<file path="config.mk">
export PLATFORM = sky130hd
export DESIGN_NAME = msm_queue
export DESIGN_NICKNAME = d
export VERILOG_FILES = /design/src/hw/rtl/msm_pkg.sv /design/src/hw/rtl/msm_queue.sv
export SDC_FILE = /design/constraint.sdc
export NUM_CORES = 1
export LEC_CHECK = 0
export ABC_AREA = 1
export BUFFER_PORTS_ARGS = -buffer_cell sky130_fd_sc_hd__buf_2
export CORE_AREA = 2 2 102 65
export DETAILED_ROUTE_END_ITERATION = 10
export DIE_AREA = 0 0 104 67
export PLACE_DENSITY = 0.77
export REMOVE_ABC_BUFFERS = 1
export SYNTH_ARGS = -nofsm -noshare
export SYNTH_HDL_FRONTEND = slang
export SYNTH_SLANG_ARGS = --single-unit
export TNS_END_PERCENT = 100
</file>
<file path="constraint.sdc">
create_clock -name i_clk -period 2.7 [get_ports i_clk]
set_input_delay 0.27 -clock i_clk [delete_from_list [all_inputs] [get_ports i_clk]]
set_output_delay 0.27 -clock i_clk [all_outputs]
set_load 0.03 [all_outputs]
</file>
<file path="src/hw/rtl/msm_pkg.sv">
// Shared types and constants of the multi-stack core.
// No dependencies; every module of the core refers to it by scoped names.
package msm_pkg;

    localparam int CFG_IDX_W     = 2;
    localparam int CFG_DATA_W    = 11;
    localparam int TOTAL_SIZE_W  = 11;
    localparam int STACK_COUNT_W = 4;
    localparam int INDEX_W       = 3;
    localparam int VALUE_W       = 32;

    localparam logic [TOTAL_SIZE_W-1:0]  TOTAL_SIZE_RESET  = 11'd1024;
    localparam logic [STACK_COUNT_W-1:0] STACK_COUNT_RESET = 4'd4;

    localparam logic [CFG_IDX_W-1:0] REG_TOTAL_SIZE  = 2'd0;
    localparam logic [CFG_IDX_W-1:0] REG_STACK_COUNT = 2'd1;

    typedef enum logic {
        CMD_PUSH = 1'b0,
        CMD_POP  = 1'b1
    } t_cmd;

    typedef enum logic [1:0] {
        ST_OK        = 2'd0,
        ST_OVERFLOW  = 2'd1,
        ST_UNDERFLOW = 2'd2,
        ST_BAD_INDEX = 2'd3
    } t_status;

    typedef struct packed {
        t_cmd                       cmd;
        logic [INDEX_W-1:0]         stack_index;
        logic signed [VALUE_W-1:0]  value;
    } t_in_item;

    typedef struct packed {
        logic signed [VALUE_W-1:0]  popped_value;
        t_status                    status;
    } t_out_item;

    typedef struct packed {
        t_cmd                cmd;
        logic                bad_index;
        logic [INDEX_W-1:0]  stack_index;
        logic [VALUE_W-1:0]  value;
    } t_q_entry;

    typedef struct packed {
        logic busy;
        logic clear;
    } t_rebuild_ctl;

endpackage

</file>
<file path="src/hw/rtl/msm_queue.sv">
// Two-entry queue between front end and back end of the multi-stack core.
// Uses msm_pkg for the entry type.
module msm_queue (
    input  logic               i_clk,
    input  logic               i_rst_n,
    input  logic               i_push,
    input  msm_pkg::t_q_entry  i_entry,
    output logic               o_full,
    output logic               o_valid,
    output msm_pkg::t_q_entry  o_entry,
    input  logic               i_pop
);

    localparam int DEPTH = 2;
    localparam int PW    = $clog2(DEPTH);
    localparam int CW    = $clog2(DEPTH+1);

    msm_pkg::t_q_entry r_slot [DEPTH];
    logic [PW-1:0]     r_wr;
    logic [PW-1:0]     r_rd;
    logic [CW-1:0]     r_count;

    always_ff @(posedge i_clk) begin
        if (!i_rst_n) begin
            r_wr    <= '0;
            r_rd    <= '0;
            r_count <= '0;
        end else begin
            if (i_push) begin
                r_wr <= r_wr + 1'b1;
            end
            if (i_pop) begin
                r_rd <= r_rd + 1'b1;
            end
            r_count <= r_count + CW'(i_push) - CW'(i_pop);
        end
    end

    always_ff @(posedge i_clk) begin
        if (i_push) begin
            r_slot[r_wr] <= i_entry;
        end
    end

    assign o_full  = (r_count == CW'(DEPTH));
    assign o_valid = (r_count != '0);
    assign o_entry = r_slot[r_rd];

endmodule

</file>
* Yosys cells after proc, flatten, opt, wreduce, memory -nomap -nowiden *
Memories as Yosys holds them, arrays and structs flattened. A register that Yosys moved wholly into a read port is not among the register bits.
Index checks and enable logic that the tools add are counted.
W data, S select, Z words.

cells by class
  $add $sub $neg = 4
  equality and inequality tests = 1
  mux-type cells = 4
  reduce and logical (&&, ||, !) cells = 1

operators with widths
  operator               number
  $mux W1                4
  $add A1 B1 Y1 const B  2
  $add A2 B1 Y2          1
  $eq A2 B2 Y1 const B   1
  $reduce_bool A2 Y1     1
  $sub A2 B1 Y2          1

storage, ports and cells
  flip-flop bits (word level) = 4
  memory bits (writable) = 74
  input bits = 41
  output and inout port bits = 39
  memories kept = 1

memories
  name    depth  width  read ports  clocked after memory_dff  wr ports  RTL line         source
  r_slot  2      37     1           1                         1         msm_queue.sv:18  msm_pkg::t_q_entry r_slot [DEPTH];

* Logic depth before layout (Yosys ltp) *
Gate-level depths: netlist of the first run.

  depth after elaboration = 3
  gate-level depth with buffers = 9

* Worst setup path before layout of the first run *
OpenSTA, ideal clock, no wires.

  kind = register -> register
  start point = register r_wr
  end point = memory r_slot[0][0] (netlist name), enable pin
  arrival time = 1.883 ns
  setup slack = 0.385 ns
  stages on the path, launching flop included = 2
  path buffers = 0
  clock period less this slack = 2.315 ns
  cell sequence = dfxtp_1 > nor2_1

RTL lines
  what                      RTL line         source
  start: declaration        msm_queue.sv:19  logic [PW-1:0] r_wr;
  start signal: assignment  msm_queue.sv:30  r_wr <= r_wr + 1'b1;
  end: declaration          msm_queue.sv:18

Straight into the memory's write port.

==> results of run 1 <==
-- registers in the layout, indices dropped and copies added, names as in the netlist, named ones only --
name and count:
r_count 2, r_rd 1, r_slot 74, r_wr 1
-- power breakdown --
group / internal (mW) / switching, mW / leakage [nW] / total, mW
registers: 1.41 / 0.0184 / 0.736 / 1.43
clock network: 0.424 / 0.388 / 0.0896 / 0.812
logic: 0.151 / 0.232 / 0.692 / 0.383
-- metal layers --
| metal | track usage, % | up-vias | wire [µm] |
|---|---|---|---|
| met2 | 24.5 | 62 | 2170 |
| met5 | 0 | - | 0 |
| met3 | 8.51 | 8 | 466 |
| met4 | 7.09 | 0 | 77 |
| li1 | - | 739 | - |
| met1 | 19.2 | 745 | 2270 |
-- worst max path at each step --
| stage | cells past startpoint | slack (ns) | start | endpoint |
|---|---|---|---|---|
| 3_3_place_gp | 4 | 1.21 | i_push | r_slot[0][31] |
| 3_5_place_dp | 4 | 1.21 | i_push | r_slot[0][28] |
| 6_report | 3 | 0.87 | register | o_entry[29] |
| 5_1_grt | 3 | 0.79 | register | o_entry[29] |
| 4_1_cts | 3 | 0.84 | register | o_entry[29] |
| 2_1_floorplan | 1 | 0.39 | r_wr | r_slot[0][0] |
-- cell type report --
cell class,instances,area [µm²],share of cell area (%)
Multi-Input combinational cell,58,636,17.1
Tap cell,84,105,2.83
Clock buffer,12,135,3.64
Clock inverter,4,46.3,1.25
Inverter,7,26.3,0.707
Timing Repair Buffer,84,445,12.0
Sequential cell,79,2320,62.5
-- cell usage in the layout (no fill, tap or decap) --
cell type,Yosys,routed
sky130_fd_sc_hd__a21oi_1,1,1
sky130_fd_sc_hd__buf_12,3,1
sky130_fd_sc_hd__buf_2,0,79
sky130_fd_sc_hd__buf_4,0,4
sky130_fd_sc_hd__bufinv_16,0,1
sky130_fd_sc_hd__clkbuf_1,0,3
sky130_fd_sc_hd__clkbuf_8,0,9
sky130_fd_sc_hd__clkinv_1,0,2
sky130_fd_sc_hd__clkinv_4,0,1
sky130_fd_sc_hd__dfxtp_1,5,4
sky130_fd_sc_hd__dfxtp_2,0,1
sky130_fd_sc_hd__edfxtp_1,74,74
sky130_fd_sc_hd__ha_1,2,2
sky130_fd_sc_hd__inv_1,7,7
sky130_fd_sc_hd__mux2_2,7,7
sky130_fd_sc_hd__mux2_4,30,30
sky130_fd_sc_hd__nand2_1,9,9
sky130_fd_sc_hd__nand3_1,1,1
sky130_fd_sc_hd__nor2_1,8,7
sky130_fd_sc_hd__nor2_4,0,1
-- Yosys cell counts --
cell | number | area (µm²)
sky130_fd_sc_hd__a21oi_1 | 1 | 5.00
sky130_fd_sc_hd__buf_12 | 3 | 60.1
sky130_fd_sc_hd__buf_6 | 1 | 11.3
sky130_fd_sc_hd__dfxtp_1 | 5 | 100
sky130_fd_sc_hd__edfxtp_1 | 74 | 2220
sky130_fd_sc_hd__ha_1 | 2 | 25.0
sky130_fd_sc_hd__inv_1 | 7 | 26.3
sky130_fd_sc_hd__mux2_2 | 7 | 78.8
sky130_fd_sc_hd__mux2_4 | 30 | 450
sky130_fd_sc_hd__nand2_1 | 9 | 33.8
sky130_fd_sc_hd__nand3_1 | 1 | 5.00
sky130_fd_sc_hd__nor2_1 | 8 | 30.0
-- kinds of logic (layout without fill, tap and decap cells) --
logic type,count (synthesis),count (layout),share of synthesized area (%)
flops,79,79,76.2
mux,37,37,17.4
simple gates,18,18,2.26
buf+inv,11,107,3.20
fa+ha+maj,2,2,0.821
compound gates,1,1,0.164
-- per-stage QoR --
stage,total power [mW],hold slack [ns]
2_1_floorplan,1.72,0.363
3_3_place_gp,1.84,0.459
3_5_place_dp,1.85,0.461
4_1_cts,2.66,0.0869
5_1_grt,2.74,0.0853
6_report,2.63,0.106
==> results.toml, run 1 <==
[timing]
slew_violations = 0
finalSetupTns_ns = 0
final.setup.worst_slack_ns = 0.874
tightestPinTransition_ns = 0.570
setup_violations = 0
worst_clock_skew_ns = 0.00787
rsz0062_at_grt = "false"
finalHoldViolCount = 0
period_needed_ns = 1.83
timing.slew.headroom_pct = 61.9
final_cycle_share_pct = 67.6
achievable-frequency_mhz = 548

[critical_path]
critPathKind = "register to output pin"
reg2reg_from = "r_wr"
worst-r2r-setup-slack_ns = 1.31
critical_path.reg2reg.endpoint = "r_slot[0][36]"
cpLargestDelayFamily = "buffers and inverters"
critPathMaxFanout = 19
reg2reg_depth = 2
startpoint_type = "register"
slowest_stage = "sky130_fd_sc_hd__mux2_2"
critical_path_cell_list = "buf_4 > mux2_2 > buf_2"
crit_buf_inv = 2
critical_path_required_ns = 2.43
timing.critical_path.slowest_cell_delay_ns = 0.38
worst_path_arrival_ns = 1.56
timing.critical_path.to_type = "output pin"

[global_route]
antenna_found_initial = 0
grt_pass1_vias = 1585
wire_length_of_the_first_global_routing_pass_mm = 7.93
global_route.usage.total_pct = 16.1
grt_max_degree = 21
global_route.overflow_total = 0

[clock_network]
cts.clk_slew.worst_paths_ns = 0.07
cts.htree.levels = 3
holdBufCountCts = 0
tritoncts_buffer_count = 9
cts_tree = "done"
cts.repair_timing.setup_buffer_count = 0
post_cts.resized_instances = 0
max-clock-path-buffers = 2
tritoncts_num_sinks = 79
clock_insertion_delay_worst_skew_ns = 0.35
cts_root_buf = "sky130_fd_sc_hd__clkbuf_8"

[min_path]
hold_depth = 1
hold-path-endpoint = "r_slot[0][8]"
hold_path.class = "input pin to register"
worstHoldStart = "i_entry[8]"

[synth]
synth-seq-cells = 79
number_of_instances_in_the_synthesized_netlist = 148
ys_seq_area_share_pct = 76.2
postSynthAreaPerCell_um2 = 20.6
synth_cell_types = 12
ys.warnings.count = 0
syn-cell-area_mm2 = 0.00305

[place]
place.port_buffers = 79
gpl.final_weighted_congestion = 0.677
placement.cell_area_mm2 = 0.00354
placed_instances = 312
hpwlAfterDp_mm = 3.45
place_ws_ns = 1.21

[floorplan]
placement_rows = 22
floorplan.initialDensity_pct = 51.3
die_width_um = 104
fp.coreArea_mm2 = 0.00595
die_area_mm2 = 0.00697
pin_count = 80
die_h_um = 67

[cells_and_area]
antenna_cells = 0
drive_gt1_share_pct = 54.9
stdcell_area_mm2 = 0.00372
area_growth_pct = 22.0
num-nets-final = 282
filler_cell_count = 453
final-instance-count-excl-fill = 328
finish.utilization_pct = 62.5

[routing]
final_antenna_net_count = 0
post-route-drc-count = 0
vias_per_cell = 4.74
postRouteWirelength_mm = 4.98
vias = 1554
drtIter0Drc = 72
drtPass1Iterations = 4
wire_per_inst_um = 15.2

[outcome]
run_status = "completed"

[power_and_ir_drop]
leak_pwr_nw = 1.52
vdd.ir_drop.worst_v = 0.000447
power_density_over_the_cells_mw_per_mm2 = 707

[run]
maxCapViolations = 0
No activity file was read; power rests on OpenSTA's default activity.
==> run 2, diff against run 1 <==
--- a/config.mk
+++ b/config.mk
@@ -7,10 +7,10 @@
 export LEC_CHECK = 0
 export ABC_AREA = 1
 export BUFFER_PORTS_ARGS = -buffer_cell sky130_fd_sc_hd__buf_2
-export CORE_AREA = 2 2 102 65
+export CORE_AREA = 2 2 107 68
 export DETAILED_ROUTE_END_ITERATION = 10
-export DIE_AREA = 0 0 104 67
-export PLACE_DENSITY = 0.77
+export DIE_AREA = 0 0 109 70
+export PLACE_DENSITY = 0.74
 export REMOVE_ABC_BUFFERS = 1
 export SYNTH_ARGS = -nofsm -noshare
 export SYNTH_HDL_FRONTEND = slang
==> constraint.sdc (replaced) <==
create_clock -name i_clk -period 1.5 [get_ports i_clk]
set_input_delay 0.15 -clock i_clk [delete_from_list [all_inputs] [get_ports i_clk]]
set_output_delay 0.15 -clock i_clk [all_outputs]
set_load 0.03 [all_outputs]
==> results.toml, run 2 (synthesis gave the netlist of run 1 again) <==
[floorplan]
die_area_mm2 = 0.00763
die_width_um = 109
die_h_um = 70
fp.coreArea_mm2 = 0.00682
placement_rows = 24
pin_count = 80
floorplan.initialDensity_pct = 44.7

[power_and_ir_drop]
power.switching_fraction_pct = 22.9
switching_power_mw = 1.22
pwr-share-seq_pct = 48.4
vdd.ir_drop.worst_v = 0.000737
internal_power_mw = 4.11
share_of_power_burned_in_the_clock_network_pct = 34.2
leak_pwr_nw = 1.81
power_density_over_the_cells_mw_per_mm2 = 1200
share_comb_of_total_power_pct = 17.4

[clock_network]
max-clock-path-buffers = 2
cts.htree.levels = 3
cts.clk_slew.worst_paths_ns = 0.07
tritoncts_num_sinks = 79
cts_root_buf = "sky130_fd_sc_hd__clkbuf_8"
clock_insertion_delay_worst_skew_ns = 0.34
cts_tree = "done"
tritoncts_buffer_count = 9
cts.repair_timing.setup_buffer_count = 0

[critical_path]
timing.critical_path.to_type = "output pin"
reg2reg_depth = 8
worst-r2r-setup-slack_ns = 0.22
reg2reg_from = "r_count[0]"
critical_path_required_ns = 1.35
critPathMaxFanout = 18
worst_setup_path_endpoint = "o_entry[33]"
startpoint_type = "register"
worst_path_arrival_ns = 1.38
critical_path.reg2reg.endpoint = "r_count[1]"
critPathKind = "register to output pin"

[cells_and_area]
layout_common_cells = "74 x sky130_fd_sc_hd__edfxtp_1, 42 x sky130_fd_sc_hd__buf_2, 37 x sky130_fd_sc_hd__mux2_4, 37 x sky130_fd_sc_hd__dlygate4sd3_1, 37 x sky130_fd_sc_hd__buf_6"
num-nets-final = 320
regMostFlops = "r_slot"
final-instance-count-excl-fill = 373
area_growth_pct = 46.2
mostFrequentLayoutCell = "sky130_fd_sc_hd__edfxtp_1"
drive_gt1_share_pct = 48.9
antenna_cells = 0
layout_top_registers = "r_slot: 74 flops, r_count: 2 flops"
number_of_flip_flops_in_the_largest_register = 74

[global_route]
wire_length_of_the_first_global_routing_pass_mm = 8.81
grt_max_degree = 20
antenna_found_initial = 0
global_route.usage.total_pct = 15.6
grt_pass1_vias = 1830
global_route.overflow_total = 0

[timing]
tightestPinTransition_ns = 0.265
worst_clock_skew_ns = 0.00492
slew_violations = 0
achievable-frequency_mhz = 655
finalHoldViolCount = 0
final.setup.worst_slack_ns = -0.0274
finalSetupTns_ns = -0.466
timing.slew.headroom_pct = 82.3
period_needed_ns = 1.53
setup_violations = 37
rsz0062_at_grt = "true"
final_cycle_share_pct = 102

[routing]
final_antenna_net_count = 0
postRouteWirelength_mm = 5.55
vias_per_cell = 4.51
drtIter0Drc = 36
drtPass1Iterations = 4
vias = 1681
post-route-drc-count = 0
wire_per_inst_um = 14.9

[place]
hpwlAfterDp_mm = 3.45
place.port_buffers = 79
placed_instances = 320
gpl.final_weighted_congestion = 0.675

[run]
maxCapViolations = 0

[min_path]
hold_path.class = "input pin to register"
hold_depth = 3

[outcome]
failed_checks = "negative setup slack"
run_status = "finished with violations"
run 2: cell types whose count changed in the layout (fill, tap and decap cells not counted), sizes merged:
| cell | change |
|---|---|
| dlygate4sd3 | +37 |
| bufinv | +2 |
| clkbuf | -2 |
| clkinv | -2 |
| clkinvlp | +2 |
| buf | +1 |
run 2: worst min path at each step:
stage / start / to / slack, ns
3_5_place_dp: i_entry[29] / r_slot[1][29] / 0.34
3_3_place_gp: i_entry[15] / r_slot[0][15] / 0.34
4_1_cts: i_entry[3] / r_slot[1][3] / 0.004
6_report: i_rst_n / r_count[0] / 0.06
5_1_grt: i_rst_n / r_count[1] / 0.08
2_1_floorplan: i_rst_n / r_count[0] / 0.24
run 2: what timing repair did:
| action | in CTS | in global routing |
|---|---|---|
| hold buffers | 35 | 2 |
| pin swaps | 0 | 0 |
| gates resized for setup | 74 | 8 |
| setup endpoints to repair | 37 | 37 |
| hold endpoints to repair | 70 | 3 |
run 2: per-layer routing:
layer  global-route usage [%]  routed length, µm  vias up
li1                         -                  -      813
met1                     20.1               2460      797
met2                     24.2               2640       63
met3                     6.82                392        8
met4                     4.27                 58        0
met5                        0                  0        -
run 2: layout make-up:
cell class	instances	area (µm²)
Multi-Input combinational cell	58	662
Tap cell	91	114
Clock inverter	6	109
Timing Repair Buffer	122	1090
Sequential cell	79	2330
Fill cell	473	2360
Clock buffer	10	128
Inverter	7	26.3
run 2: power by group through the flow:
stage               sequential [mW]  clock [mW]  combinational, mW
finish                         2.58        1.82              0.926
global route                   2.59        1.96              0.989
CTS                            2.58        1.87              0.910
detailed placement             2.63           0              0.712
global placement               2.62           0              0.702
floorplan                      2.65           0              0.454
run 2: per-stage QoR:
stage                     power, mW  worst slack [ns]  hold WS (ns)  utilization (%)  instance area, µm²
after floorplan                3.10            -0.815         0.243                -                2980
after global placement         3.32             0.270         0.339             52.7                3590
after detailed placement       3.34             0.224         0.342             52.7                3590
after CTS                      5.36           -0.0967       0.00425             64.6                4410
after global routing           5.54           -0.0841        0.0766             65.4                4460
final                          5.33           -0.0274        0.0570             65.4                4460
run 2: worst max-delay path: stages (launching register included):
cell and delay [ns]:
sky130_fd_sc_hd__dfxtp_4 0.37, sky130_fd_sc_hd__buf_12 0.19, sky130_fd_sc_hd__mux2_4 0.33, sky130_fd_sc_hd__buf_6 0.14
==> run 3, diff against run 2 <==
--- a/config.mk
+++ b/config.mk
@@ -6,11 +6,11 @@
 export NUM_CORES = 1
 export LEC_CHECK = 0
 export ABC_AREA = 1
-export BUFFER_PORTS_ARGS = -buffer_cell sky130_fd_sc_hd__buf_2
-export CORE_AREA = 2 2 107 68
+export CORE_AREA = 2 2 100 63
 export DETAILED_ROUTE_END_ITERATION = 10
-export DIE_AREA = 0 0 109 70
-export PLACE_DENSITY = 0.74
+export DIE_AREA = 0 0 102 65
+export DONT_BUFFER_PORTS = 1
+export PLACE_DENSITY = 0.72
 export REMOVE_ABC_BUFFERS = 1
 export SYNTH_ARGS = -nofsm -noshare
 export SYNTH_HDL_FRONTEND = slang
==> results.toml, run 3 (synthesis gave the netlist of run 1 again) <==
[routing]
m1WireLength_mm = 2.09
final_antenna_net_count = 0
post-route-drc-count = 0
met2_wirelength_mm = 2.77
wire_per_inst_um = 18.9
vias = 1443
met3WireLength_um = 589
drtPass1Iterations = 4
drtIter0Drc = 50
vias_per_cell = 4.96
top_signal_layer_used = "met4"
postRouteWirelength_mm = 5.51

[floorplan]
die_h_um = 65
pin_count = 80
placement_rows = 22
floorplan.initialDensity_pct = 52.2
die_width_um = 102
die_area_mm2 = 0.00663
fp.coreArea_mm2 = 0.00584

[cells_and_area]
number_of_flip_flops_in_the_largest_register = 74
regMostFlops = "r_slot"
mostFrequentLayoutCell = "sky130_fd_sc_hd__edfxtp_1"
layout_common_cells = "74 x sky130_fd_sc_hd__edfxtp_1, 40 x sky130_fd_sc_hd__dlygate4sd3_1, 37 x sky130_fd_sc_hd__mux2_4"
finish.utilization_pct = 65.9
num-nets-final = 245
drive_gt1_share_pct = 28.5
antenna_cells = 0
area_growth_pct = 26.2
layout_top_registers = "r_slot: 74 flops, r_count: 2 flops"

[timing]
final_cycle_share_pct = 99.8
rsz0062_at_grt = "true"
slew_violations = 0
worst_clock_skew_ns = 0.00504
finalHoldViolCount = 0
period_needed_ns = 1.50
timing.slew.headroom_pct = 62.3
tightestPinTransition_ns = 0.563
final.setup.worst_slack_ns = 0.00288
setup_violations = 0
achievable-frequency_mhz = 668

[power_and_ir_drop]
leak_pwr_nw = 1.44
power_density_over_the_cells_mw_per_mm2 = 1230
fin_total_pwr_mw = 4.72
vdd.ir_drop.worst_v = 0.000741

[clock_network]
clock_insertion_delay_worst_skew_ns = 0.33
cts.htree.levels = 3
cts_root_buf = "sky130_fd_sc_hd__clkbuf_8"
cts_tree = "done"
tritoncts_num_sinks = 79
cts.clk_slew.worst_paths_ns = 0.07
cts.repair_timing.setup_buffer_count = 0
tritoncts_buffer_count = 9
max-clock-path-buffers = 2

[run]
maxCapViolations = 0

[critical_path]
worst_path_arrival_ns = 1.35
critical_path_required_ns = 1.35
critPathKind = "register to output pin"
critPathMaxFanout = 9
startpoint_type = "register"
timing.critical_path.to_type = "output pin"

[place]
place_ws_ns = 0.177
place.port_buffers = 0
hpwlAfterDp_mm = 3.16
gpl.final_weighted_congestion = 0.700

[global_route]
global_route.usage.total_pct = 17.6
antenna_found_initial = 0
grt_pass1_vias = 1579
wire_length_of_the_first_global_routing_pass_mm = 8.16
grt_max_degree = 38
global_route.overflow_total = 0

[min_path]
hold_path.class = "input pin to register"

[outcome]
run_status = "completed"
run 3: where the power goes:
part           leakage, nW  total, mW  internal [mW]  switching (mW)
clock network       0.0945       1.42          0.756           0.660
registers            0.737       2.59           2.54          0.0480
logic                0.612      0.712          0.298           0.414
total                 1.44       4.72           3.60            1.12
run 3: metal layers:
| layer | global-route usage, % | vias up |
|---|---|---|
| li1 | - | 666 |
| met5 | 0 | - |
| met2 | 30.8 | 68 |
| met4 | 6.00 | 0 |
| met1 | 17.9 | 697 |
| met3 | 9.49 | 12 |
run 3: worst paths after layout:
check                                start         end  slack, ns  cells past startpoint
worst max-delay path              register  o_entry[9]      0.003                      2
worst min-delay path                i_push  r_count[0]       0.09                      3
worst max register to register  r_count[0]  r_count[1]       0.15                      8
worst min register to register        r_rd    register       0.54                      3
run 3: what timing repair did:
item | 4_1_cts | 5_1_grt
hold endpoints to repair | 79 | 0
gates cloned | 2 | 1
setup endpoints to repair | 37 | 28
resized for setup | 8 | 2
hold buffers | 40 | 0
run 3: critical path, stage by stage (launching register included):
cell and delay, ns:
sky130_fd_sc_hd__dfxtp_4 0.45, sky130_fd_sc_hd__clkbuf_16 0.21, sky130_fd_sc_hd__mux2_4 0.36
run 3: layout make-up:
type / count / area [µm²]
timing repair buffer: 47 / 548
fill: 402 / 1990
clock inverter: 5 / 48.8
tap: 84 / 105
multi-input combinational: 58 / 662
sequential: 79 / 2330
clock buffer: 11 / 131
inverter: 7 / 26.3
run 3: stage by stage:
step | TNS [ns] | cell area (µm²) | instances | hold slack (ns)
final | 0 | 3850 | 291 | 0.0894
after detailed placement | 0 | 3160 | 232 | 0.249
after floorplan | -51.01 | 2980 | 144 | 0.243
after CTS | -0.521 | 3810 | 290 | 0.0235
after global routing | -0.946 | 3850 | 291 | 0.0804
after global placement | 0 | 3160 | 232 | 0.248
