### src/hw/rtl/msm_pkg.sv
// Shared types and constants of the multi-stack core.
// No dependencies; every module of the core refers to it by scoped names.
package msm_pkg;

    localparam int CFG_IDX_W     = 2;
    localparam int CFG_DATA_W    = 11;
    localparam int TOTAL_SIZE_W  = 11;
    localparam int STACK_COUNT_W = 4;
    localparam int INDEX_W       = 3;
    localparam int VALUE_W       = 32;

    localparam logic [TOTAL_SIZE_W-1:0]  TOTAL_SIZE_RESET  = 11'd1024;
    localparam logic [STACK_COUNT_W-1:0] STACK_COUNT_RESET = 4'd4;

    localparam logic [CFG_IDX_W-1:0] REG_TOTAL_SIZE  = 2'd0;
    localparam logic [CFG_IDX_W-1:0] REG_STACK_COUNT = 2'd1;

    typedef enum logic {
        CMD_PUSH = 1'b0,
        CMD_POP  = 1'b1
    } t_cmd;

    typedef enum logic [1:0] {
        ST_OK        = 2'd0,
        ST_OVERFLOW  = 2'd1,
        ST_UNDERFLOW = 2'd2,
        ST_BAD_INDEX = 2'd3
    } t_status;

    typedef struct packed {
        t_cmd                       cmd;
        logic [INDEX_W-1:0]         stack_index;
        logic signed [VALUE_W-1:0]  value;
    } t_in_item;

    typedef struct packed {
        logic signed [VALUE_W-1:0]  popped_value;
        t_status                    status;
    } t_out_item;

    typedef struct packed {
        t_cmd                cmd;
        logic                bad_index;
        logic [INDEX_W-1:0]  stack_index;
        logic [VALUE_W-1:0]  value;
    } t_q_entry;

    typedef struct packed {
        logic busy;
        logic clear;
    } t_rebuild_ctl;

endpackage

### src/hw/rtl/msm_bounds.sv
// Configuration registers and region-bound sequencer of the multi-stack core.
// Uses msm_pkg; a serial restoring divider works out each region base and capacity.
module msm_bounds #(
    parameter int MEM_DEPTH  = 1024,
    parameter int MAX_STACKS = 8
) (
    input  logic                                   i_clk,
    input  logic                                   i_rst_n,
    input  logic                                   i_cfg_valid,
    output logic                                   o_cfg_ready,
    input  logic [msm_pkg::CFG_IDX_W-1:0]          i_cfg_index,
    input  logic [msm_pkg::CFG_DATA_W-1:0]         i_cfg_data,
    output logic [$clog2(MAX_STACKS+1)-1:0]        o_used_count,
    output msm_pkg::t_rebuild_ctl                  o_ctl,
    output logic [$clog2(MEM_DEPTH+1)-1:0]         o_base [MAX_STACKS],
    output logic [$clog2(MEM_DEPTH+1)-1:0]         o_cap  [MAX_STACKS]
);

    localparam int SZW  = $clog2(MEM_DEPTH+1);
    localparam int NSW  = $clog2(MAX_STACKS+1);
    localparam int KW   = (MAX_STACKS > 1) ? $clog2(MAX_STACKS) : 1;
    localparam int NUMW = SZW + NSW;
    localparam int CNTW = $clog2(NUMW);
    localparam int REMW = NSW + 1;
    localparam int TW   = (SZW > msm_pkg::TOTAL_SIZE_W) ? SZW : msm_pkg::TOTAL_SIZE_W;
    localparam int CW   = (NSW > msm_pkg::STACK_COUNT_W) ? NSW : msm_pkg::STACK_COUNT_W;

    typedef enum logic [2:0] {
        S_START,
        S_DIV,
        S_STORE,
        S_LAST,
        S_IDLE
    } t_state;

    t_state                             r_state;
    logic [msm_pkg::TOTAL_SIZE_W-1:0]   r_total_size;
    logic [msm_pkg::STACK_COUNT_W-1:0]  r_stack_count;
    logic [NSW-1:0]                     r_k;
    logic [NUMW-1:0]                    r_acc;
    logic [NUMW-1:0]                    r_num;
    logic [NUMW-1:0]                    r_quo;
    logic [REMW-1:0]                    r_rem;
    logic [CNTW-1:0]                    r_cnt;
    logic [SZW-1:0]                     r_prev;
    logic [SZW-1:0]                     r_base [MAX_STACKS];
    logic [SZW-1:0]                     r_cap  [MAX_STACKS];

    logic [SZW-1:0]  m;
    logic [NSW-1:0]  n;
    logic [REMW-1:0] rem_sh;
    logic            ge;
    logic [REMW-1:0] n_rem;
    logic [NUMW-1:0] n_acc;
    logic [SZW-1:0]  bound;

    function automatic logic [SZW-1:0] span(input logic [SZW-1:0] lo, input logic [SZW-1:0] hi);
        span = (hi > lo) ? (hi - lo - 1'b1) : '0;
    endfunction

    // clamp configuration to what was built
    assign m = (TW'(r_total_size) > TW'(MEM_DEPTH)) ? SZW'(MEM_DEPTH) : SZW'(r_total_size);
    assign n = (CW'(r_stack_count) > CW'(MAX_STACKS)) ? NSW'(MAX_STACKS) : NSW'(r_stack_count);

    // one quotient bit per cycle
    assign rem_sh = {r_rem[REMW-2:0], r_num[NUMW-1]};
    assign ge     = (rem_sh >= {1'b0, n});
    assign n_rem  = ge ? (rem_sh - {1'b0, n}) : rem_sh;
    assign n_acc  = r_acc + NUMW'(m);
    assign bound  = r_quo[SZW-1:0] + 1'b1;

    always_ff @(posedge i_clk) begin
        if (!i_rst_n) begin
            r_state       <= S_START;
            r_total_size  <= msm_pkg::TOTAL_SIZE_RESET;
            r_stack_count <= msm_pkg::STACK_COUNT_RESET;
        end else begin
            unique case (r_state)
                S_START: begin
                    r_base[0] <= '0;
                    r_prev    <= '0;
                    r_k       <= NSW'(1);
                    r_acc     <= NUMW'(m);
                    r_num     <= NUMW'(m);
                    r_quo     <= '0;
                    r_rem     <= '0;
                    r_cnt     <= CNTW'(NUMW-1);
                    if (n == '0) begin
                        r_state <= S_IDLE;
                    end else if (n == NSW'(1)) begin
                        r_state <= S_LAST;
                    end else begin
                        r_state <= S_DIV;
                    end
                end
                S_DIV: begin
                    r_rem <= n_rem;
                    r_quo <= {r_quo[NUMW-2:0], ge};
                    r_num <= {r_num[NUMW-2:0], 1'b0};
                    r_cnt <= r_cnt - 1'b1;
                    if (r_cnt == '0) begin
                        r_state <= S_STORE;
                    end
                end
                S_STORE: begin
                    r_base[r_k[KW-1:0]]    <= bound;
                    r_cap[KW'(r_k - 1'b1)] <= span(r_prev, bound);
                    r_prev                 <= bound;
                    if (r_k == (n - 1'b1)) begin
                        r_state <= S_LAST;
                    end else begin
                        r_k     <= r_k + 1'b1;
                        r_acc   <= n_acc;
                        r_num   <= n_acc;
                        r_quo   <= '0;
                        r_rem   <= '0;
                        r_cnt   <= CNTW'(NUMW-1);
                        r_state <= S_DIV;
                    end
                end
                S_LAST: begin
                    // top region ends at the clamped memory size
                    r_cap[KW'(n - 1'b1)] <= span(r_prev, m);
                    r_state              <= S_IDLE;
                end
                S_IDLE: begin
                    if (i_cfg_valid) begin
                        if (i_cfg_index == msm_pkg::REG_TOTAL_SIZE) begin
                            r_total_size <= i_cfg_data;
                            r_state      <= S_START;
                        end else if (i_cfg_index == msm_pkg::REG_STACK_COUNT) begin
                            r_stack_count <= i_cfg_data[msm_pkg::STACK_COUNT_W-1:0];
                            r_state       <= S_START;
                        end
                    end
                end
                default: begin
                    r_state <= S_START;
                end
            endcase
        end
    end

    assign o_cfg_ready  = (r_state == S_IDLE);
    assign o_ctl.busy   = (r_state != S_IDLE);
    assign o_ctl.clear  = (r_state == S_START);
    assign o_used_count = n;
    assign o_base       = r_base;
    assign o_cap        = r_cap;

endmodule

### config.mk
export PLATFORM = sky130hd
export DESIGN_NAME = msm_bounds
export DESIGN_NICKNAME = d
export VERILOG_FILES = /design/src/hw/rtl/msm_pkg.sv /design/src/hw/rtl/msm_bounds.sv
export SDC_FILE = /design/constraint.sdc
export NUM_CORES = 1
export LEC_CHECK = 0
export ABC_AREA = 1
export BUFFER_PORTS_ARGS = -buffer_cell sky130_fd_sc_hd__buf_2
export CORE_ASPECT_RATIO = 0.8
export CORE_MARGIN = 2
export CORE_UTILIZATION = 46
export DETAILED_ROUTE_END_ITERATION = 12
export GPL_ROUTABILITY_DRIVEN = 0
export PLACE_DENSITY_LB_ADDON = 0.3
export SETUP_SLACK_MARGIN = 0.05
export SYNTH_ARGS = -nofsm -noshare
export SYNTH_HDL_FRONTEND = slang
export SYNTH_SLANG_ARGS = --single-unit
### constraint.sdc
create_clock -name i_clk -period 3.2 [get_ports i_clk]
set_clock_uncertainty 0.1 [all_clocks]
set_input_delay 0.64 -clock i_clk [delete_from_list [all_inputs] [get_ports i_clk]]
set_output_delay 0.64 -clock i_clk [all_outputs]
set_load 0.1 [all_outputs]
; ---- After elaboration in Yosys (flattened, before gate mapping)
; Cells that the tools add are included.
[classes]
addsub = 11
eq_ne = 12
mux = 36
n_reduce_logical = 18
n_bitwise = 4
n_lt_le_gt_ge = 11
[ops]
columns = operator, n
row1 = bitwise mux 88 bit, 3
row2 = case mux 88 bit (2 select lines), 1
row3 = demux 11 bit (select 3 bit), 3
row4 = 2-to-1 mux 11 bit, 7
row5 = case mux 15 bit (3 select lines), 1
row6 = case mux 11 bit (2 select lines), 2
row7 = case mux 11 bit (3 select lines), 1
row8 = case mux 15 bit (2 select lines), 1
row9 = case mux 4 bit (3 select lines), 2
row10 = greater-than comparator 11 bit, 2
row11 = subtractor 11 x 1 -> 11 bit (second input constant), 2
row12 = subtractor 11 bit, 2
row13 = 2-to-1 mux 4 bit, 5
row14 = adder 15 x 11 -> 15 bit, 1
row15 = 2-to-1 mux 15 bit, 1
row16 = 2-to-1 mux 3 bit, 5
row17 = case mux 3 bit (5 select lines), 1
row18 = greater-or-equal comparator 4 bit (second input constant), 3
row19 = < comparator 4 x 1 -> 1 bit (second input constant), 3
row20 = NOT 3 -> 4 bit, 3
row21 = AND reduction 3 bit, 4
row22 = adder 11 x 1 -> 11 bit (second input constant), 1
row23 = greater-than comparator 11 bit (second input constant), 1
row24 = zero test 4 bit, 2
row25 = other kinds (25), 35
[word_totals]
input_bits = 16
ff_bits = 258

; ---- Logic depth before layout (Yosys ltp)
; Gate-level depths: netlist of the first run.
[logic_depth]
depth_word = 10
mapped_depth = 18
depth_no_buf = 18

; ---- Worst setup path after synthesis of the first run
; Ideal clock, no wire load.
[synth_timing]
kind = flip-flop to flip-flop
start = reg r_stack_count[2] (netlist name)
end = reg r_cnt[0] (enable)
path_slack_ns = -1.030
n_path_buf = 0
path_stages_with_launch = 10
arrival_time_ns = 3.704
synth_period_minus_slack_ns = 4.230
t_required_ns = 2.674
path_cell_list = dfxtp_1 inv_1 nor2_1 nand2_1 nand2_1 xor2_1 nor2_1 nand2_1 inv_1 nor2_1
[synth_via]
elab_chain_len = 6
[synth_lines]
columns = element, line_no
row1 = from (decl), msm_bounds.sv:38  ; logic [msm_pkg::STACK_COUNT_W-1:0] r_stack_count;
row2 = from (signal assigned), msm_bounds.sv:76  ; r_stack_count <= msm_pkg::STACK_COUNT_RESET;
row3 = from (signal assigned), msm_bounds.sv:132  ; r_stack_count <= i_cfg_data[msm_pkg::STACK_COUNT_W-1:0];
row4 = greater-than comparator 4 bit, msm_bounds.sv:63  ; assign n = (CW'(r_stack_count) > CW'(MAX_STACKS)) ? NSW'(MAX_STACKS) : NSW'(r_stack_count);
row5 = 2-to-1 mux 4 bit (*), msm_bounds.sv:63
row6 = net o_used_count[2], msm_bounds.sv:13  ; output logic [$clog2(MAX_STACKS+1)-1:0] o_used_count,
row7 = subtractor 4 x 1 -> 4 bit (*), -
row8 = equality test 4 bit (*), msm_bounds.sv:109  ; if (r_k == (n - 1'b1)) begin
row9 = != test 2 bit (no source line) (*), -
row10 = AND reduction 3 bit (no source line) (*), -
row11 = to (signal assigned), msm_bounds.sv:87  ; r_cnt <= CNTW'(NUMW-1);
row12 = to (signal assigned), msm_bounds.sv:100  ; r_cnt <= r_cnt - 1'b1;
row13 = to (signal assigned), msm_bounds.sv:117  ; r_cnt <= CNTW'(NUMW-1);
row14 = to (decl), msm_bounds.sv:44  ; logic [CNTW-1:0] r_cnt;
; Mark *: on every way through the listed nets, which the timed path passes. The rest lies on a longest branch.
; A chain may end at the register's enable or synchronous reset.

; ---- Final worst setup path of the first run
[layout_timing]
start = reg r_quo[1]
end = reg r_cap, in the netlist o_cap[46] (data pin)
[layout_via]
word_cells_on_any_way = 7
classes_between = 3 x add/sub / 1 x order compare / 3 x mux
[layout_lines]
columns = element, line_no
row1 = from (decl), msm_bounds.sv:42  ; logic [NUMW-1:0] r_quo;
row2 = from (signal assigned), msm_bounds.sv:98  ; r_quo <= {r_quo[NUMW-2:0], ge};
row3 = adder 11 x 1 -> 11 bit, msm_bounds.sv:70  ; assign bound = r_quo[SZW-1:0] + 1'b1;
row4 = net bound[10], msm_bounds.sv:55  ; logic [SZW-1:0] bound;
row5 = greater-than comparator 11 bit, msm_bounds.sv:58  ; span = (hi > lo) ? (hi - lo - 1'b1) : '0;
row6 = 2-to-1 mux 11 bit, msm_bounds.sv:58
row7 = bitwise mux 88 bit, msm_bounds.sv:107  ; r_cap[KW'(r_k - 1'b1)] <= span(r_prev, bound);
row8 = case mux 88 bit (2 select lines), msm_bounds.sv:78  ; unique case (r_state)
row9 = "to (signal, indexed assignment)", msm_bounds.sv:107
row10 = "to (signal, indexed assignment)", msm_bounds.sv:123  ; r_cap[KW'(n - 1'b1)] <= span(r_prev, m);
row11 = to (decl), msm_bounds.sv:47  ; logic [SZW-1:0] r_cap [MAX_STACKS];
; The timed path passes the listed nets, and every way through them passes these cells.

==> results.cfg, run 1 <==
[status]
status = finished, final reports clean

[detailed_routing]
first_pass_iters = 7
drc = 0
num_vias = 10700
drt-wirelength-per-cell_um = 17.0
first_iter_violations = 930
vias_per_cell = 5.18
routed_wl_um = 35100
ant_nets = 0

[worst_setup_path]
r2r_slack_ns = 0.22
worstSetupPathType = reg -> reg
cp-end-kind = register
worstPathMaxFanout = 16
crit_chain = ha_1, nand3_2, nor2_1, nand3_1, xor2_2, inv_1, ha_4, inv_1, nor3_1, nand4_1, nand2_4, inv_4, nand3_1, nand2_1
worstPathRequired_ns = 3.38
slowest_delay_ns = 0.39
cpMaxStageDelayCell = edfxtp_1
ff2ff_path_depth = 14
r2r-start = r_quo[1]
crit_end = o_cap[46]
path_depth = 14
worst-endpoint-arrival_ns = 3.16
path_delay_family = simple AND/OR/NAND/NOR gates
critPathLaunch = r_quo[1]
r2r_end = o_cap[46]
crit_buf_inv = 3
critPathLaunchType = register

[global_routing]
globalRouteTotalUtil_pct = 23.2
grt_pass1_wl_um = 53400
grt_start_max_net_pins = 26
grt_overflow_total = 0
grt_antenna_before_repair = 0
grt_pass1_vias = 9802

[cells_and_area]
antenna_cells = 0
nNetsFinal = 1738
drive_gt1_share_pct = 22.7
finalNonFillerCells = 2064
syn_to_final_growth_pct = 23.4
design_area_mm2 = 0.0161

[floorplan]
start_util_pct = 46.4
fp.dieArea_mm2 = 0.0297
die_x_um = 192
fp.coreArea_mm2 = 0.0281
die_h_um = 155
rows = 55
ioPinCount = 199

[hold_path]
hold_class = in -> reg

[job]
drv_cap = 0

[placed_design]
placed_area_mm2 = 0.0150
portBuffers = 198
dp.cells = 2009
post-dp-hpwl_um = 25800

[synthesis]
synth_area_mm2 = 0.0130
synth_nets = 1464
yosys.area.top_type = edfxtp_1
synthArstFlopShare_pct = 0
synth_area_leaders = edfxtp_1 (55%), nand2_1 (14%), ha_1 (4.3%), inv_1 (4.3%), nor2_1 (3.7%)
yosysWarnings = 0
yosys-top-cells-count = nand2_1 (490), edfxtp_1 (240), inv_1 (148)
synth_cells = 1399
synth_top_area_share_pct = 55.3
ys_ff_latch = 258
synthDistinctLibCells = 43
seq_area_frac_synth_pct = 58.1
avgSynthCellArea_um2 = 9.31
yosysMostFrequentCell = nand2_1
synth-edff-count = 240
ys.flop_type = edfxtp_1

[power_and_ir_drop]
pwr_density_cell_mw_per_mm2 = 563
p_leak_nw = 7.29
ir_drop_v = 0.000437

[sta]
slew_headroom_pct = 40.7
setup_violations = 0
fin_tns_setup_ns = 0
drv_slew = 0
layout_min_cycle_time_ns = 2.98
rsz0062_at_grt = false
finalCritPeriodShare_pct = 93.2
fmax_ghz = 0.335
worst_pin_slew_ns = 0.886
hold_violations = 0

[cts]
cts_sinks = 258
path_clk_slew_ns = 0.06
cts_buffer_depth = 3
cts_buffers = 27
cts_hold_buf = 0
htree_levels = 1
cts_tree = done
clk_latency_ns = 0.55
cts_root_buf = clkbuf_16
-- metal layers --
layer / part of all wire, % / vias up / routed length, um / global-route usage [%]
met3: 8.1 / 65 / 2830 / 4.42
li1: - / 5173 / - / -
met2: 45 / 418 / 15700 / 35.8
met4: 2.5 / 0 / 883 / 6.29
met1: 45 / 5034 / 15700 / 33.7
met5: 0 / - / 0 / 0
-- through the flow --
step | hold slack [ns] | power, W | util [%] | setup slack, ns
after CTS | 0.225 | 0.00893 | 56.5 | 0.0613
final | 0.234 | 0.00905 | 57.3 | 0.216
after global routing | 0.251 | 0.00939 | 57.3 | 0.0494
after detailed placement | 0.361 | 0.00582 | 53.3 | 0.0323
after floorplan | 0.344 | 0.00524 | - | 0.0529
after global placement | 0.358 | 0.00578 | 53.3 | 0.0767
-- final cells by class --
class | instances | area [um^2]
fill | 2466 | 12000
sequential | 258 | 7570
multi-input combinational | 951 | 4910
timing repair buffer | 277 | 1650
clock buffer | 32 | 714
inverter | 158 | 598
tap | 370 | 463
clock inverter | 18 | 178
-- kinds of logic after synthesis --
logic type | Yosys count | synth area share (%)
fa+ha+maj | 49 | 4.94
xor+xnor | 18 | 1.21
simple gates | 756 | 24.7
flops | 258 | 58.1
compound gates | 127 | 5.19
buf+inv | 191 | 5.85
-- tightest hold or removal path: cells and delay by family --
kind,cells,cell delay [ns]
AOI/OAI and AO/OA,2,0.11
buffers and inverters,1,0.09
-- what timing repair did --
action	4_1_cts	5_1_grt
gates resized for setup	1	30
setup endpoints to repair	2	96
buffers inserted	0	4
cloned	0	1
pin swaps	0	9
-- layout by cell type, fill, tap and decap left out, types with 4 or more instances in the layout --
master,n
nand2_2,6
nand3_1,73
clkinv_2,4
fa_1,4
buf_2,198
inv_1,148
inv_2,8
nand2_1,487
edfxtp_1,240
o21ai_0,52
clkinv_1,5
nor3_2,6
nand3b_1,6
o21ai_1,6
nor2_8,9
nand4_1,12
clkbuf_16,27
nor2_2,4
xor2_1,11
a21oi_1,53
nor2_4,10
nor2_1,126
xnor2_1,6
buf_12,5
dfxtp_1,18
buf_4,74
ha_1,39
nand3_2,5
-- worst min path at each step --
| stage | startpoint | depth (start not counted) | slack, ns | endpoint |
|---|---|---|---|---|
| floorplan | r_total_size[0] | 2 | 0.34 | r_total_size[0] |
| global placement | r_total_size[0] | 2 | 0.36 | r_total_size[0] |
| detailed placement | r_total_size[7] | 2 | 0.36 | r_total_size[7] |
| CTS | i_cfg_data[10] | 3 | 0.22 | r_total_size[10] |
| global route | i_cfg_data[4] | 3 | 0.25 | r_total_size[4] |
| finish | i_cfg_data[10] | 3 | 0.23 | r_total_size[10] |
-- sequential cells by signal, summed over array words and instances (netlist names), 11 cells and up --
name and flops:
o_cap 88, r_acc 15, r_num 15, o_base 88, r_prev 11, r_quo 11
r_total_size 11
-- where the power goes --
part           internal [W]  leakage [nW]  switching (W)
Clock               0.00184         0.430        0.00131
Sequential          0.00390          2.36      0.0000739
Combinational      0.000530          4.51        0.00140
Total               0.00627          7.29        0.00278
Note: power is estimated with default switching activity, not from simulation.
==> run 2: changes to the inputs <==
CORE_UTILIZATION = 45   (was 46)
==> run 2 against run 1 <==
Net effect: via count rose by 0.83%; final cell count fell by 0.15%; die area rose by 2.2%; sequential share of layout area grew 0.42 points; clock-buffer cell count up 7; critical path depth is 1 higher; register-to-register slack worse by 0.02 ns; worst setup slack got worse by 0.018 ns; hold slack better by 0.0066 ns; clock power is 6.7% lower; first-iteration DRC count grew 29%.
==> results.cfg, run 2 (synthesis gave the netlist of run 1 again) <==
[global_routing]
grt-busiest-layer = met2
grt_antenna_before_repair = 0
grt_overflow_total = 0
grt_use_met1_pct = 33.6
globalRouteTotalUtil_pct = 23.0
met3_usage_pct = 3.67
grt_pass1_vias = 9937
grt_start_max_net_pins = 35
grt_pass1_wl_um = 54800
met2_usage_pct = 35.4

[cells_and_area]
nNetsFinal = 1739
finalNonFillerCells = 2061
layout_common_cells = nand2_1 (489), edfxtp_1 (240), buf_2 (198)
n_fill_cell = 2488
design_area_mm2 = 0.0159
layout_commonest_cell = nand2_1
final_util_pct = 56.2
multi_input_area_mm2 = 0.00486
drive_gt1_share_pct = 22.1
ff_latch_area_mm2 = 0.00757
syn_to_final_growth_pct = 22.3
antenna_cells = 0

[cts]
cts_root_buf = clkbuf_16
clk_latency_ns = 0.54
cts_buffer_depth = 3
htree_levels = 1
cts_buffers = 27
path_clk_slew_ns = 0.07
cts_sinks = 258
cts_hold_buf = 0
cts_tree = done

[placed_design]
portBuffers = 198
dp.cells = 2005
placed_area_mm2 = 0.0149
post-dp-hpwl_um = 26000

[hold_path]
whs_path_depth = 3
hold_class = in -> reg

[sta]
layout_min_cycle_time_ns = 3.00
whs_ns = 0.241
slew_headroom_pct = 30.6
hold_violations = 0
finalCritPeriodShare_pct = 93.8
fmax_ghz = 0.333
worst_pin_slew_ns = 1.04
drv_slew = 0
setup_violations = 0

[detailed_routing]
vias_per_cell = 5.23
first_iter_violations = 1200
routed_wl_um = 35700
first_pass_iters = 5
num_vias = 10800
drt-wirelength-per-cell_um = 17.3
drc = 0
ant_nets = 0

[worst_setup_path]
ff2ff_path_depth = 15
cpMaxStageDelayCell = edfxtp_1
crit_chain = ha_2, nand3_2, nor2_2, nand3_1, xor2_2, inv_1, ha_4, inv_1, nor3_1, nand4_1, buf_4, nand2_4, nor2_4, nand2_1, nand2_1
worstPathMaxFanout = 8
worstSetupPathType = reg -> reg
slowest_delay_ns = 0.40
worstPathRequired_ns = 3.39
cp-end-kind = register
critPathLaunchType = register
worst-endpoint-arrival_ns = 3.19

[status]
status = finished, final reports clean

[power_and_ir_drop]
ir_drop_v = 0.000407
pwr_density_cell_mw_per_mm2 = 554
p_leak_nw = 7.25

[floorplan]
ioPinCount = 199
fp.dieArea_mm2 = 0.0303
die_h_um = 156
rows = 55
die_x_um = 194
fp.coreArea_mm2 = 0.0284
start_util_pct = 45.9

[job]
drv_cap = 0
## run 2: worst max-delay path: cells and delay by family (launching register included)
kind	cells	cell delay [ns]
xor gates and xnor gates	1	0.20
adders and majority gates	2	0.52
buffers and inverters	3	0.37
DFF	1	0.40
and+or+nand+nor	9	1.16
## run 2: final timing paths
check                   from               to  slack, ns
max reg2reg         r_quo[1]         o_cap[7]       0.20
min            i_cfg_data[4]  r_total_size[4]       0.24
min reg2reg  r_total_size[8]  r_total_size[8]       0.38
max                 r_quo[1]         o_cap[7]       0.20
## run 2: report_power, final
part	internal [W]	switching (W)	total, W	leakage, nW
combinational	0.000508	0.00140	0.00191	4.50
sequential	0.00390	0.0000763	0.00398	2.36
clock	0.00167	0.00127	0.00294	0.398
## run 2: metal layers
| metal | share of wire (%) | wire length (um) | vias to the layer above |
|---|---|---|---|
| li1 | - | - | 5162 |
| met1 | 44 | 15800 | 5044 |
| met3 | 8.6 | 3090 | 61 |
| met5 | 0 | 0 | - |
| met2 | 44 | 15900 | 512 |
| met4 | 2.7 | 956 | 0 |
## run 2: per-stage QoR
step | TNS [ns] | total power, W | setup WS, ns
2_1_floorplan | 0 | 0.00524 | 0.0529
3_3_place_gp | 0 | 0.00578 | 0.0916
3_5_place_dp | 0 | 0.00582 | 0.0363
4_1_cts | 0 | 0.00873 | 0.0580
5_1_grt | -0.143 | 0.00917 | -0.0301
6_report | 0 | 0.00883 | 0.199
## run 2: area by class of cell
type,count,area share (%)
flip-flops and latches,258,47.5
multi-input cells,951,30.5
clock inverters,7,0.291
clock buffers,39,4.84
well taps,370,2.91
repair buffers,278,10.2
inverters,158,3.77
## run 2: timing repair
action                                  4_1_cts  5_1_grt
buffers inserted                              0        9
endpoints found under the setup margin        2       96
gates resized for setup                       1       22
pin swaps                                     0        7
cloned                                        0        1
==> run 3: changes to the inputs <==
MAX_ROUTING_LAYER = met4   (was unset)
==> run 3 against run 2 <==
Net effect: clock power about the same; non-clock buffer count did not move; largest power group unchanged; clock-buffer cell count is the same; via count grew 0.29%; combinational power hardly changed; largest cell class unchanged; routed wire length barely moved; critical path depth did not move; first-iteration DRC count shrank 6.8%; hold slack worse by 0.0044 ns; core utilization unchanged; die area unchanged.
==> results.cfg, run 3 (synthesis gave the netlist of run 1 again) <==
[status]
status = finished, final reports clean

[worst_setup_path]
crit_buf_inv = 3
worstPathMaxFanout = 8
crit_chain = ha_2, nand3_2, nor2_2, nand3_1, xor2_2, inv_1, ha_4, inv_1, nor3_1, nand4_1, buf_4, nand2_4, nor2_4, nand2_1, nand2_1
worstSetupPathType = reg -> reg
cpMaxStageDelayCell = edfxtp_1
path_delay_family = simple AND/OR/NAND/NOR gates
r2r_slack_ns = 0.18
r2r-start = r_quo[1]
worstPathRequired_ns = 3.39
path_depth = 15
r2r_end = o_cap[7]
crit_end = o_cap[7]
ff2ff_path_depth = 15
worst-endpoint-arrival_ns = 3.21
slowest_delay_ns = 0.41
cp-end-kind = register
critPathLaunch = r_quo[1]
critPathLaunchType = register

[global_routing]
met2_usage_pct = 35.4
grt_start_max_net_pins = 35
met3_usage_pct = 3.65
grt_antenna_before_repair = 0
globalRouteTotalUtil_pct = 23.7
grt_pass1_vias = 9950
grt_use_met1_pct = 33.5
grt-busiest-layer = met2
grt_overflow_total = 0
grt_pass1_wl_um = 54800

[cells_and_area]
antenna_cells = 0
nNetsFinal = 1739
drive_gt1_share_pct = 22.1
layout_commonest_cell = nand2_1
layout_common_cells = nand2_1 (489), edfxtp_1 (240), buf_2 (198)
syn_to_final_growth_pct = 22.3
n_fill_cell = 2488
design_area_mm2 = 0.0159

[sta]
slew_headroom_pct = 33.3
finalCritPeriodShare_pct = 94.3
fmax_ghz = 0.331
drv_slew = 0
layout_min_cycle_time_ns = 3.02
setup_ws_ns = 0.182
setup_violations = 0
hold_violations = 0
worst_pin_slew_ns = 0.997
fin_tns_setup_ns = 0
whs_ns = 0.236

[cts]
path_clk_slew_ns = 0.07
cts_root_buf = clkbuf_16
clk_latency_ns = 0.54
cts_buffer_depth = 3
cts_buffers = 27
cts_tree = done
cts_hold_buf = 0
cts_sinks = 258
htree_levels = 1

[floorplan]
ioPinCount = 199
die_x_um = 194
fp.coreArea_mm2 = 0.0284
start_util_pct = 45.9
rows = 55
fp.dieArea_mm2 = 0.0303
die_h_um = 156

[placed_design]
dp_slack_ns = 0.0363
portBuffers = 198
placed_area_mm2 = 0.0149
post-dp-hpwl_um = 26000

[power_and_ir_drop]
p_leak_nw = 7.25
ir_drop_v = 0.000407
pwr_density_cell_mw_per_mm2 = 554

[detailed_routing]
first_pass_iters = 5
first_iter_violations = 1118
ant_nets = 0
num_vias = 10800
drc = 0
drt-wirelength-per-cell_um = 17.3
routed_wl_um = 35700
vias_per_cell = 5.25

[job]
drv_cap = 0

[hold_path]
hold_class = in -> reg
==> run 3: repair_timing <==
item / 4_1_cts / 5_1_grt
gates cloned: 0 / 1
gates resized for setup: 1 / 22
pin swaps: 0 / 7
setup endpoints to repair: 2 / 96
setup buffers: 0 / 9
==> run 3: area by class of cell <==
| type | count | area [um^2] | share of cell area (%) |
|---|---|---|---|
| clock buffer | 39 | 772 | 4.84 |
| clock inverter | 7 | 46.3 | 0.291 |
| tap | 370 | 463 | 2.91 |
| timing repair buffer | 278 | 1630 | 10.2 |
| multi-input combinational | 951 | 4860 | 30.5 |
| inverter | 158 | 601 | 3.77 |
| sequential | 258 | 7570 | 47.5 |
==> run 3: tightest hold or removal path, stage by stage <==
cell,delay (ns)
buf_2,0.07
o21ai_1,0.05
nor2_1,0.07
==> run 3: worst min path at each step <==
stage | start | endpoint | slack (ns) | depth (start not counted)
CTS | i_cfg_data[4] | r_total_size[4] | 0.23 | 3
finish | i_cfg_data[4] | r_total_size[4] | 0.24 | 3
global route | i_cfg_data[4] | r_total_size[4] | 0.26 | 3
detailed placement | r_total_size[5] | r_total_size[5] | 0.37 | 2
global placement | r_total_size[0] | r_total_size[0] | 0.36 | 2
floorplan | r_total_size[0] | r_total_size[0] | 0.34 | 2
==> run 3: per-layer routing <==
metal / part of all wire (%) / vias to the layer above / wire length, um
met1: 44 / 5052 / 15700
li1: - / 5160 / -
met3: 9.0 / 63 / 3220
met5: 0 / - / 0
met4: 2.8 / 0 / 1010
met2: 44 / 535 / 15800
==> run 3: report_power, final <==
part / leakage (nW) / switching (W) / internal (W) / total [W]
logic: 4.50 / 0.00140 / 0.000508 / 0.00191
clock network: 0.398 / 0.00128 / 0.00167 / 0.00295
registers: 2.36 / 0.0000766 / 0.00390 / 0.00398
==> run 3: metrics by stage <==
step	instances	util [%]	total power, W
final	2061	56.2	0.00883
after floorplan	1399	-	0.00524
after detailed placement	2005	52.6	0.00582
after CTS	2051	55.5	0.00873
after global routing	2061	56.2	0.00916
after global placement	2005	52.6	0.00578
